<file path="src/hdl/pphdlc_pkg.sv">
// Shared types, codes and the FCS-16 byte update for the PPP HDLC receive deframer.
package pphdlc_pkg;

  localparam logic [7:0] ADDR_BYTE = 8'hFF;
  localparam logic [7:0] CTRL_BYTE = 8'h03;
  localparam logic [7:0] FLAG_BYTE = 8'h7E;
  localparam logic [7:0] ESC_BYTE  = 8'h7D;
  localparam logic [7:0] ESC_XOR   = 8'h20;
  localparam logic [15:0] FCS_SEED = 16'hFFFF;
  localparam logic [15:0] FCS_POLY = 16'h8408;
  localparam logic [15:0] MTU_RESET = 16'd1500;

  localparam int QUEUE_DEPTH = 4;

  localparam logic [2:0] PH_WAIT  = 3'd0;
  localparam logic [2:0] PH_SOF   = 3'd1;
  localparam logic [2:0] PH_ADDR  = 3'd2;
  localparam logic [2:0] PH_CTRL  = 3'd3;
  localparam logic [2:0] PH_PROTH = 3'd4;
  localparam logic [2:0] PH_DATA  = 3'd5;
  localparam logic [2:0] PH_FCSL  = 3'd6;
  localparam logic [2:0] PH_FCSH  = 3'd7;

  typedef enum logic [1:0] {
    ST_GOOD  = 2'd0,
    ST_FCS   = 2'd1,
    ST_ABORT = 2'd2,
    ST_SHORT = 2'd3
  } status_e;

  typedef enum logic {
    KIND_PAYLOAD = 1'b0,
    KIND_MARKER  = 1'b1
  } kind_e;

  typedef struct packed {
    logic        kind;
    logic [7:0]  payload_byte;
    logic [15:0] protocol;
    logic [15:0] frame_length;
    logic [1:0]  status;
    logic        last;
  } res_t;

  typedef struct packed {
    logic [1:0] cnt;
    res_t       r0;
    res_t       r1;
  } push_t;

  function automatic logic [15:0] fcs_update(logic [15:0] fcs, logic [7:0] b);
    logic [15:0] f;
    f = fcs ^ {8'h00, b};
    for (int k = 0; k < 8; k++) begin
      f = f[0] ? ((f >> 1) ^ FCS_POLY) : (f >> 1);
    end
    return f;
  endfunction

  function automatic res_t mk_payload(logic [7:0] b, logic [15:0] proto);
    res_t r;
    r.kind = KIND_PAYLOAD;
    r.payload_byte = b;
    r.protocol = proto;
    r.frame_length = 16'd0;
    r.status = ST_GOOD;
    r.last = 1'b0;
    return r;
  endfunction

  function automatic res_t mk_marker(logic [15:0] proto, logic [15:0] len, status_e st);
    res_t r;
    r.kind = KIND_MARKER;
    r.payload_byte = 8'h00;
    r.protocol = proto;
    r.frame_length = len;
    r.status = st;
    r.last = 1'b0;
    return r;
  endfunction

endpackage

</file>
<file path="src/hdl/pphdlc_ifs.sv">
// Valid/ready channel interfaces for raw bytes, configuration and results.
interface pphdlc_byte_if;
  logic       valid;
  logic       ready;
  logic [7:0] raw_byte;
  modport source (output valid, output raw_byte, input ready);
  modport sink (input valid, input raw_byte, output ready);
endinterface

interface pphdlc_cfg_if;
  logic        valid;
  logic        ready;
  logic [15:0] mtu_limit;
  modport source (output valid, output mtu_limit, input ready);
  modport sink (input valid, input mtu_limit, output ready);
endinterface

interface pphdlc_res_if;
  logic        valid;
  logic        ready;
  logic        kind;
  logic [7:0]  payload_byte;
  logic [15:0] protocol;
  logic [15:0] frame_length;
  logic [1:0]  status;
  logic        last;
  modport source (output valid, output kind, output payload_byte, output protocol,
                  output frame_length, output status, output last, input ready);
  modport sink (input valid, input kind, input payload_byte, input protocol,
                input frame_length, input status, input last, output ready);
endinterface

</file>
<file path="src/hdl/pphdlc_fsm.sv">
// Deframing state machine: unescape, header check, two-byte hold, FCS-16 and end markers.
module pphdlc_fsm (
  input  logic                clk_i,
  input  logic                rst_ni,
  input  logic                acc_i,
  input  logic [7:0]          raw_byte_i,
  input  logic                cfg_we_i,
  input  logic [15:0]         cfg_mtu_i,
  output pphdlc_pkg::push_t   push_o
);

  logic [2:0]  phase_q, phase_d;
  logic        esc_q, esc_d;
  logic [15:0] proto_q, proto_d;
  logic [15:0] fcs_q, fcs_d;
  logic [7:0]  held0_q, held0_d, held1_q, held1_d;
  logic [1:0]  hcnt_q, hcnt_d;
  logic [15:0] bcnt_q, bcnt_d;
  logic [15:0] mtu_q;
  logic [7:0]  b;
  logic        flag;
  logic [16:0] fill;
  logic [15:0] fcs_h0;
  pphdlc_pkg::push_t push;

  assign b      = esc_q ? (raw_byte_i ^ pphdlc_pkg::ESC_XOR) : raw_byte_i;
  assign flag   = !esc_q && (raw_byte_i == pphdlc_pkg::FLAG_BYTE);
  assign fill   = {1'b0, bcnt_q} + {15'd0, hcnt_q};
  assign fcs_h0 = pphdlc_pkg::fcs_update(fcs_q, held0_q);

  always_comb begin
    phase_d = phase_q;
    esc_d   = esc_q;
    proto_d = proto_q;
    fcs_d   = fcs_q;
    held0_d = held0_q;
    held1_d = held1_q;
    hcnt_d  = hcnt_q;
    bcnt_d  = bcnt_q;
    push    = '0;
    if (acc_i) begin
      if (raw_byte_i == pphdlc_pkg::ESC_BYTE) begin
        esc_d = 1'b1;
      end else begin
        esc_d = 1'b0;
        case (phase_q)
          pphdlc_pkg::PH_SOF: begin
            if (flag) begin
              phase_d = pphdlc_pkg::PH_SOF;
            end else if (b == pphdlc_pkg::ADDR_BYTE) begin
              fcs_d   = pphdlc_pkg::fcs_update(pphdlc_pkg::FCS_SEED, b);
              phase_d = pphdlc_pkg::PH_ADDR;
            end else begin
              phase_d = pphdlc_pkg::PH_WAIT;
            end
          end
          pphdlc_pkg::PH_ADDR: begin
            if (flag) begin
              phase_d = pphdlc_pkg::PH_SOF;
            end else if (b == pphdlc_pkg::CTRL_BYTE) begin
              fcs_d   = pphdlc_pkg::fcs_update(fcs_q, b);
              phase_d = pphdlc_pkg::PH_CTRL;
            end else begin
              phase_d = pphdlc_pkg::PH_WAIT;
            end
          end
          pphdlc_pkg::PH_CTRL: begin
            if (flag) begin
              phase_d = pphdlc_pkg::PH_SOF;
            end else begin
              proto_d = {b, 8'h00};
              fcs_d   = pphdlc_pkg::fcs_update(fcs_q, b);
              phase_d = pphdlc_pkg::PH_PROTH;
            end
          end
          pphdlc_pkg::PH_PROTH: begin
            if (flag) begin
              phase_d = pphdlc_pkg::PH_SOF;
            end else begin
              proto_d = {proto_q[15:8], b};
              fcs_d   = pphdlc_pkg::fcs_update(fcs_q, b);
              hcnt_d  = 2'd0;
              held0_d = 8'h00;
              held1_d = 8'h00;
              bcnt_d  = 16'd0;
              phase_d = pphdlc_pkg::PH_DATA;
            end
          end
          pphdlc_pkg::PH_DATA: begin
            if (flag) begin
              push.cnt = 2'd1;
              if (hcnt_q < 2'd2) begin
                push.r0 = pphdlc_pkg::mk_marker(proto_q, bcnt_q, pphdlc_pkg::ST_SHORT);
              end else if ({held1_q, held0_q} == ~fcs_q) begin
                push.r0 = pphdlc_pkg::mk_marker(proto_q, bcnt_q, pphdlc_pkg::ST_GOOD);
              end else begin
                push.r0 = pphdlc_pkg::mk_marker(proto_q, bcnt_q, pphdlc_pkg::ST_FCS);
              end
              phase_d = pphdlc_pkg::PH_SOF;
            end else if (fill < {1'b0, mtu_q}) begin
              case (hcnt_q)
                2'd0: begin
                  held0_d = b;
                  hcnt_d  = 2'd1;
                end
                2'd1: begin
                  held1_d = b;
                  hcnt_d  = 2'd2;
                end
                default: begin
                  push.cnt = 2'd1;
                  push.r0  = pphdlc_pkg::mk_payload(held0_q, proto_q);
                  fcs_d    = fcs_h0;
                  bcnt_d   = bcnt_q + 16'd1;
                  held0_d  = held1_q;
                  held1_d  = b;
                  hcnt_d   = 2'd2;
                end
              endcase
            end else begin
              case (hcnt_q)
                2'd0: begin
                end
                2'd1: begin
                  push.cnt = 2'd1;
                  push.r0  = pphdlc_pkg::mk_payload(held0_q, proto_q);
                  fcs_d    = fcs_h0;
                  bcnt_d   = bcnt_q + 16'd1;
                end
                default: begin
                  push.cnt = 2'd2;
                  push.r0  = pphdlc_pkg::mk_payload(held0_q, proto_q);
                  push.r1  = pphdlc_pkg::mk_payload(held1_q, proto_q);
                  fcs_d    = pphdlc_pkg::fcs_update(fcs_h0, held1_q);
                  bcnt_d   = bcnt_q + 16'd2;
                end
              endcase
              held0_d = b;
              held1_d = 8'h00;
              hcnt_d  = 2'd0;
              phase_d = pphdlc_pkg::PH_FCSL;
            end
          end
          pphdlc_pkg::PH_FCSL: begin
            if (flag) begin
              push.cnt = 2'd1;
              push.r0  = pphdlc_pkg::mk_marker(proto_q, bcnt_q, pphdlc_pkg::ST_ABORT);
              phase_d  = pphdlc_pkg::PH_SOF;
            end else if ({b, held0_q} == ~fcs_q) begin
              phase_d = pphdlc_pkg::PH_FCSH;
            end else begin
              push.cnt = 2'd1;
              push.r0  = pphdlc_pkg::mk_marker(proto_q, bcnt_q, pphdlc_pkg::ST_FCS);
              phase_d  = pphdlc_pkg::PH_WAIT;
            end
          end
          pphdlc_pkg::PH_FCSH: begin
            push.cnt = 2'd1;
            if (flag) begin
              push.r0 = pphdlc_pkg::mk_marker(proto_q, bcnt_q, pphdlc_pkg::ST_GOOD);
              phase_d = pphdlc_pkg::PH_SOF;
            end else begin
              push.r0 = pphdlc_pkg::mk_marker(proto_q, bcnt_q, pphdlc_pkg::ST_ABORT);
              phase_d = pphdlc_pkg::PH_WAIT;
            end
          end
          default: begin
            phase_d = flag ? pphdlc_pkg::PH_SOF : pphdlc_pkg::PH_WAIT;
          end
        endcase
        if (push.cnt == 2'd1) begin
          push.r0.last = 1'b1;
        end
        if (push.cnt == 2'd2) begin
          push.r1.last = 1'b1;
        end
      end
    end
  end

  assign push_o = push;

  always_ff @(posedge clk_i or negedge rst_ni) begin
    if (!rst_ni) begin
      phase_q <= pphdlc_pkg::PH_WAIT;
      esc_q   <= 1'b0;
      proto_q <= 16'd0;
      fcs_q   <= pphdlc_pkg::FCS_SEED;
      held0_q <= 8'h00;
      held1_q <= 8'h00;
      hcnt_q  <= 2'd0;
      bcnt_q  <= 16'd0;
      mtu_q   <= pphdlc_pkg::MTU_RESET;
    end else begin
      phase_q <= phase_d;
      esc_q   <= esc_d;
      proto_q <= proto_d;
      fcs_q   <= fcs_d;
      held0_q <= held0_d;
      held1_q <= held1_d;
      hcnt_q  <= hcnt_d;
      bcnt_q  <= bcnt_d;
      if (cfg_we_i) begin
        mtu_q <= cfg_mtu_i;
      end
    end
  end

endmodule

</file>
<file path="src/hdl/pphdlc_outq.sv">
// Result queue: takes up to two results per cycle, hands out one per transfer.
module pphdlc_outq #(
  parameter int Depth = pphdlc_pkg::QUEUE_DEPTH
) (
  input  logic                           clk_i,
  input  logic                           rst_ni,
  input  pphdlc_pkg::push_t              push_i,
  output logic                           room_o,
  output logic                           valid_o,
  input  logic                           ready_i,
  output pphdlc_pkg::res_t               data_o,
  output logic [$clog2(Depth+1)-1:0]     level_o
);

  localparam int AW = (Depth > 1) ? $clog2(Depth) : 1;
  localparam int CW = $clog2(Depth + 1);
  localparam logic [AW-1:0] LAST_IDX = AW'(Depth - 1);
  localparam logic [CW-1:0] ROOM_MAX = CW'(Depth - 2);

  pphdlc_pkg::res_t mem_q [Depth];
  logic [AW-1:0] wptr_q, wptr_d, rptr_q, rptr_d, wnext;
  logic [CW-1:0] cnt_q, cnt_d;
  logic          pop;

  function automatic logic [AW-1:0] inc(logic [AW-1:0] p);
    return (p == LAST_IDX) ? '0 : p + AW'(1);
  endfunction

  assign wnext   = inc(wptr_q);
  assign pop     = valid_o && ready_i;
  assign valid_o = (cnt_q != '0);
  assign data_o  = mem_q[rptr_q];
  assign room_o  = (cnt_q <= ROOM_MAX);
  assign level_o = cnt_q;

  always_comb begin
    wptr_d = wptr_q;
    rptr_d = rptr_q;
    case (push_i.cnt)
      2'd1: wptr_d = wnext;
      2'd2: wptr_d = inc(wnext);
      default: wptr_d = wptr_q;
    endcase
    if (pop) begin
      rptr_d = inc(rptr_q);
    end
    cnt_d = cnt_q + CW'(push_i.cnt) - CW'(pop);
  end

  always_ff @(posedge clk_i) begin
    if (push_i.cnt != 2'd0) begin
      mem_q[wptr_q] <= push_i.r0;
    end
    if (push_i.cnt == 2'd2) begin
      mem_q[wnext] <= push_i.r1;
    end
  end

  always_ff @(posedge clk_i or negedge rst_ni) begin
    if (!rst_ni) begin
      wptr_q <= '0;
      rptr_q <= '0;
      cnt_q  <= '0;
    end else begin
      wptr_q <= wptr_d;
      rptr_q <= rptr_d;
      cnt_q  <= cnt_d;
    end
  end

endmodule

</file>
<file path="src/hdl/ppp_hdlc_rx_deframer_core.sv">
// Top level of the PPP HDLC receive deframer.
//
// channel  dir  payload                                                  handshake
// byte_i   in   raw_byte                                                 valid/ready
// cfg_i    in   mtu_limit                                                valid/ready
// res_o    out  kind, payload_byte, protocol, frame_length, status, last valid/ready
//
// One raw byte per cycle while the queue has room: each accepted byte is unescaped and checked
// in the same cycle, its results written to the queue; the byte-wide FCS-16 takes payload bytes on release.
// A byte yields zero, one or two results; the queue drains one per transfer.
// byte_i.ready is high while the queue has room for two results.
// cfg_i is always ready. Reset clears the frame state and sets mtu_limit to 1500.
module ppp_hdlc_rx_deframer_core #(
  parameter int QueueDepth = pphdlc_pkg::QUEUE_DEPTH
) (
  input  logic                clk_i,
  input  logic                rst_ni,
  pphdlc_byte_if.sink         byte_i,
  pphdlc_cfg_if.sink          cfg_i,
  pphdlc_res_if.source        res_o
);

  pphdlc_pkg::push_t push;
  pphdlc_pkg::res_t  head;
  logic              room;
  logic              acc;
  logic [$clog2(QueueDepth+1)-1:0] level;

  assign byte_i.ready = room;
  assign cfg_i.ready  = 1'b1;
  assign acc          = byte_i.valid && room;

  pphdlc_fsm u_fsm (
    .clk_i      (clk_i),
    .rst_ni     (rst_ni),
    .acc_i      (acc),
    .raw_byte_i (byte_i.raw_byte),
    .cfg_we_i   (cfg_i.valid),
    .cfg_mtu_i  (cfg_i.mtu_limit),
    .push_o     (push)
  );

  pphdlc_outq #(
    .Depth (QueueDepth)
  ) u_outq (
    .clk_i   (clk_i),
    .rst_ni  (rst_ni),
    .push_i  (push),
    .room_o  (room),
    .valid_o (res_o.valid),
    .ready_i (res_o.ready),
    .data_o  (head),
    .level_o (level)
  );

  assign res_o.kind         = head.kind;
  assign res_o.payload_byte = head.payload_byte;
  assign res_o.protocol     = head.protocol;
  assign res_o.frame_length = head.frame_length;
  assign res_o.status       = head.status;
  assign res_o.last         = head.last;

  assert property (@(posedge clk_i) disable iff (!rst_ni)
    (push.cnt != 2'd0) |-> acc)
    else $error("result pushed without an accepted byte");

  assert property (@(posedge clk_i) disable iff (!rst_ni)
    (acc && byte_i.raw_byte == pphdlc_pkg::ESC_BYTE) |-> (push.cnt == 2'd0))
    else $error("escape byte produced a result");

  assert property (@(posedge clk_i) disable iff (!rst_ni)
    (push.cnt != 2'd0) |-> (int'(level) + 2 <= QueueDepth + 1))
    else $error("queue overflow on push");

  assert property (@(posedge clk_i) disable iff (!rst_ni)
    (res_o.valid && res_o.kind == pphdlc_pkg::KIND_PAYLOAD) |->
      (res_o.frame_length == 16'd0 && res_o.status == pphdlc_pkg::ST_GOOD))
    else $error("payload result carries marker fields");

endmodule

</file>
<file path="src/flat_wrapper.sv">
// flat-port wrapper written by rule: the top's interface ports become plain ports
module ppp_hdlc_rx_deframer_core_flat 
#(
  parameter int QueueDepth = pphdlc_pkg::QUEUE_DEPTH
)
  (clk_i, rst_ni, byte_i_valid, byte_i_raw_byte, byte_i_ready, cfg_i_valid, cfg_i_mtu_limit, cfg_i_ready, res_o_valid, res_o_kind, res_o_payload_byte, res_o_protocol, res_o_frame_length, res_o_status, res_o_last, res_o_ready);
  pphdlc_byte_if byte_i_i ();
  pphdlc_cfg_if cfg_i_i ();
  pphdlc_res_if res_o_i ();
  input  logic clk_i;
  input  logic rst_ni;
  input wire logic [$bits(byte_i_i.valid)-1:0] byte_i_valid;
  input wire logic [$bits(byte_i_i.raw_byte)-1:0] byte_i_raw_byte;
  output wire logic [$bits(byte_i_i.ready)-1:0] byte_i_ready;
  input wire logic [$bits(cfg_i_i.valid)-1:0] cfg_i_valid;
  input wire logic [$bits(cfg_i_i.mtu_limit)-1:0] cfg_i_mtu_limit;
  output wire logic [$bits(cfg_i_i.ready)-1:0] cfg_i_ready;
  output wire logic [$bits(res_o_i.valid)-1:0] res_o_valid;
  output wire logic [$bits(res_o_i.kind)-1:0] res_o_kind;
  output wire logic [$bits(res_o_i.payload_byte)-1:0] res_o_payload_byte;
  output wire logic [$bits(res_o_i.protocol)-1:0] res_o_protocol;
  output wire logic [$bits(res_o_i.frame_length)-1:0] res_o_frame_length;
  output wire logic [$bits(res_o_i.status)-1:0] res_o_status;
  output wire logic [$bits(res_o_i.last)-1:0] res_o_last;
  input wire logic [$bits(res_o_i.ready)-1:0] res_o_ready;
  assign byte_i_i.valid = byte_i_valid;
  assign byte_i_i.raw_byte = byte_i_raw_byte;
  assign byte_i_ready = byte_i_i.ready;
  assign cfg_i_i.valid = cfg_i_valid;
  assign cfg_i_i.mtu_limit = cfg_i_mtu_limit;
  assign cfg_i_ready = cfg_i_i.ready;
  assign res_o_valid = res_o_i.valid;
  assign res_o_kind = res_o_i.kind;
  assign res_o_payload_byte = res_o_i.payload_byte;
  assign res_o_protocol = res_o_i.protocol;
  assign res_o_frame_length = res_o_i.frame_length;
  assign res_o_status = res_o_i.status;
  assign res_o_last = res_o_i.last;
  assign res_o_i.ready = res_o_ready;
  ppp_hdlc_rx_deframer_core #(.QueueDepth(QueueDepth)) u_core (.clk_i(clk_i), .rst_ni(rst_ni), .byte_i(byte_i_i), .cfg_i(cfg_i_i), .res_o(res_o_i));
endmodule
</file>
<file path="config.mk">
export PLATFORM = sky130hd
export DESIGN_NAME = ppp_hdlc_rx_deframer_core_flat
export DESIGN_NICKNAME = d
export VERILOG_FILES = /design/src/hdl/pphdlc_pkg.sv /design/src/hdl/pphdlc_ifs.sv /design/src/hdl/pphdlc_fsm.sv /design/src/hdl/pphdlc_outq.sv /design/src/hdl/ppp_hdlc_rx_deframer_core.sv /design/src/flat_wrapper.sv
export SDC_FILE = /design/constraint.sdc
export NUM_CORES = 1
export LEC_CHECK = 0
export BUFFER_PORTS_ARGS = -buffer_cell sky130_fd_sc_hd__buf_2
export CORE_MARGIN = 3
export CORE_UTILIZATION = 40
export CTS_CLUSTER_DIAMETER = 150
export DETAILED_ROUTE_END_ITERATION = 10
export GPL_TIMING_DRIVEN = 1
export PLACE_DENSITY = 0.65
export SYNTH_ARGS = -nofsm -noshare
export SYNTH_HDL_FRONTEND = slang
export SYNTH_SLANG_ARGS = --single-unit
</file>
<file path="constraint.sdc">
create_clock -name clk_i -period 14.6 [get_ports clk_i]
set_input_delay 0 -clock clk_i [delete_from_list [all_inputs] [get_ports clk_i]]
set_output_delay 0 -clock clk_i [all_outputs]
set_load 0.01 [all_outputs]
</file>
==> results_dict.tcl <==
set metrics [dict create \
    critPathMaxStageDelay_ns 0.87 \
    grt_antenna_before_repair 0 \
    dpl.hpwl_um 25330 \
    die_area_sq_um 37860 \
    p_leak_nw 6.220 \
    firstDrtPassIters 5 \
    synth_top_area_cell "edfxtp_1" \
    yosysWarnings 0 \
    multi_input_area_sq_um 6639 \
    synth_most_common_cell "a22o_1" \
    cts_resized 0 \
    final.setup_skew_ns 0.02023 \
    clockBufferDepth 3 \
    rrSetupSlack_ns 8.60 \
    cp_num_buf_inv 2 \
    p_sw_w 0.001181 \
    synth_top_area_share_pct 21.11 \
    status "complete, no violations" \
    track_usage_pct 19.53 \
    clock_sinks 269 \
    cts_buffers 29 \
    start_util_pct 40.88 \
    ff_latch_area_sq_um 6883 \
    critical-path-top-delay-family "simple AND/OR/NAND/NOR gates" \
    max-slew-margin-rel_pct 20.09 \
    postSynthCellCount 1268 \
    synth_enable_flop_cells 100 \
    rows 68 \
    nets 1398 \
    postRouteWirelength_um 37650 \
    ir_worst_vdd_mv 0.1238 \
    fmax_mhz 166.7 \
    period_share_pct 41.10 \
    crit_chain "and4_1 -> nand4_1 -> nor2_1 -> xor2_1 -> ha_1 -> a21o_1 -> a21oi_1 -> o31a_1 -> nand2_1 -> nor2_1 -> a211oi_1 -> o21ai_1 -> ha_1 -> a21oi_1 -> buf_4 -> inv_1" \
    hp-class "in2async" \
    synth_flop_cell "edfxtp_1" \
    gp_congestion 0.9121 \
    drt-vias-per-instance 5.770 \
    cts_setup_buffers 0 \
    postCtsHoldBufs 58 \
    grt_max_degree 52 \
    htreeDepth 1 \
    rsz0062_at_grt "false" \
    hold_viol 0 \
    synthTopCellsByArea "edfxtp_1 (21%), dfrtp_1 (12%), dfxtp_1 (11%)" \
    path_clk_slew_ns 0.06 \
    clk-insertion-delay-late_ns 0.57 \
    crit_path_start_kind "flop" \
    finalSetupViolCount 0 \
    ant_nets 0 \
    drt-initial-drc-count 1018 \
    grt_pass1_wl_um 59800 \
    detail_route.wl_per_cell_um 20.75 \
    fin_setup_tns_ns 0 \
    critPathCaptureType "flop" \
    maxCapViolations 0 \
    yosys.cell_types.count 90 \
    slowest_stage "inv_1" \
    post-route-util_pct 46.73 \
    die_height_um 194.6 \
    cts-root-buf "clkbuf_16" \
    port_buffers 74 \
    worst_pin_slew_ns 1.199 \
    power_switching_share_pct 38.21 \
    num_vias 10470 \
    grt_pass1_vias 10310 \
    syn-cell-area_sq_um 14230 \
    synth-seq-cells 269 \
    drive_above_1_share_pct 17.44 \
    async_flop_share_pct 34.57 \
    p_int_w 0.001910 \
    ys_seq_area_share_pct 48.36 \
    worstPathArrival_ns 6.18 \
    slew_viol_final 0 \
    comb_power_share_pct 41.9 \
    power_density_nw_per_um2 190.1 \
    pin_count 76 \
    synth_fp_nets 1329 \
    cp_max_fo 25 \
    finalWorstPathRequiredPeriod_ns 6.000 \
    required_ns 14.78 \
    grt_overflow 0 \
    area.growth.synth_to_final_pct 14.30 \
    syn-mean-instance-area_sq_um 11.22 \
    critical_path_class "reg2reg" \
    power.share.sequential_pct 34.3 \
    filler_cell_count 3146 \
    antennaDiodeCount 0 \
    cts_tree "done" \
    core_sq_um 34800 \
    route.detailed.drc 0 \
    pwr-share-clk_pct 23.9 \
    synthTopCellsByCount "a22o_1 (105), edfxtp_1 (100), nand2_1 (95)" \
    die-width_um 194.6 \
]
-- per-stage QoR --
stage	total power, W	instance area (sq um)	std cells	hold slack (ns)	worst slack, ns
global route	0.003255	16260	1814	0.1086	8.128
global placement	0.002322	14710	1703	0.09123	8.770
floorplan	0.002043	14230	1268	-0.2956	9.745
CTS	0.003096	16260	1814	0.04376	8.565
detailed placement	0.002337	14710	1703	0.08745	8.601
finish	0.003092	16260	1814	0.02255	8.600
-- registers in the layout, indices dropped and copies added, names as in the netlist --
name / count
u_core.u_fsm.fcs_q: 16
u_core.u_outq.level_o: 3
u_core.u_outq.rptr_q: 2
u_core.u_fsm.esc_q: 1
u_core.u_fsm.phase_q: 3
u_core.u_fsm.held0_q: 8
u_core.u_fsm.proto_q: 16
u_core.u_outq.mem_q: 176
u_core.u_outq.wptr_q: 2
u_core.u_fsm.mtu_q: 16
u_core.u_fsm.bcnt_q: 16
u_core.u_fsm.hcnt_q: 2
u_core.u_fsm.held1_q: 8
-- layout make-up --
type | count | share of cell area [%]
clock buffer | 47 | 5.694
multi-input combinational | 849 | 40.83
inverter | 47 | 1.085
clock inverter | 6 | 0.2847
sequential | 269 | 42.33
tap | 455 | 3.501
timing repair buffer | 141 | 6.279
-- placed cells by master, fill, tap and decap left out, drive strengths merged, types with 32 or more instances in the layout --
cell         netlist  layout
nand2             96      96
edfxtp           100     100
nand3             34      34
dfxtp             76      76
a22o             105     105
a21oi             77      77
a21boi            32      32
buf               37      83
clkbuf            66      47
xor2              33      33
nor2              57      57
dfrtp             70      70
dlygate4sd3        0      58
mux4              44      44
inv               46      48
o21ai             77      77
xnor2             76      76
-- worst register-to-register path, stage by stage, from the launching register on --
cell and delay [ns]:
dfrtp_1 0.59, and4_1 0.51, nand4_1 0.28, nor2_1 0.22, xor2_1 0.18, ha_1 0.27
a21o_1 0.17, a21oi_1 0.16, o31a_1 0.23, nand2_1 0.15, nor2_1 0.43, a211oi_1 0.20
o21ai_1 0.49, ha_1 0.51, a21oi_1 0.14, buf_4 0.24, inv_1 0.87
-- power groups by stage --
stage	logic, W	registers, W	clock network, W
global placement	0.00126	0.00106	0
CTS	0.00129	0.00106	0.000748
floorplan	0.00111	0.000936	0
global route	0.00140	0.00107	0.000780
detailed placement	0.00127	0.00107	0
finish	0.00129	0.00106	0.000737
-- cell families (layout without fill, tap and decap cells) --
family                   Yosys count  after routing  share of synthesized area (%)
AO/OA/AOI/OAI                    381            381                          19.20
XOR/XNOR                         111            111                          7.423
adder cells (fa/ha/maj)           32             32                          2.920
buffers and inverters            150            241                          4.969
flip-flops                       269            269                          48.36
multiplexers                      61             61                          8.197
other                              1              1                        0.02636
AND/OR/NAND/NOR                  263            263                          8.901
-- per-layer routing --
metal,track usage (%),routed length (um),up-vias
met5,0,0,-
met4,5.080,863,0
met3,2.461,2246,70
met2,32.12,18050,338
met1,27.52,16480,5219
li1,-,-,4840
-- final timing paths --
check	startpoint	endpoint	cells after the start
max	u_core.u_fsm.bcnt_q[4]	u_core.u_outq.mem_q[3][31]	16
min	rst_ni	u_core.u_outq.rptr_q[0]	2
max reg2reg	u_core.u_fsm.bcnt_q[4]	u_core.u_outq.mem_q[3][31]	16
min reg2reg	u_core.u_outq.mem_q[1][2]	u_core.u_outq.mem_q[1][2]	2
max in group asynchronous	rst_ni	u_core.u_fsm.held1_q[3]	3
min in group clk_i	byte_i_valid	u_core.u_fsm.esc_q	4
(Power assumes the default switching activity.)
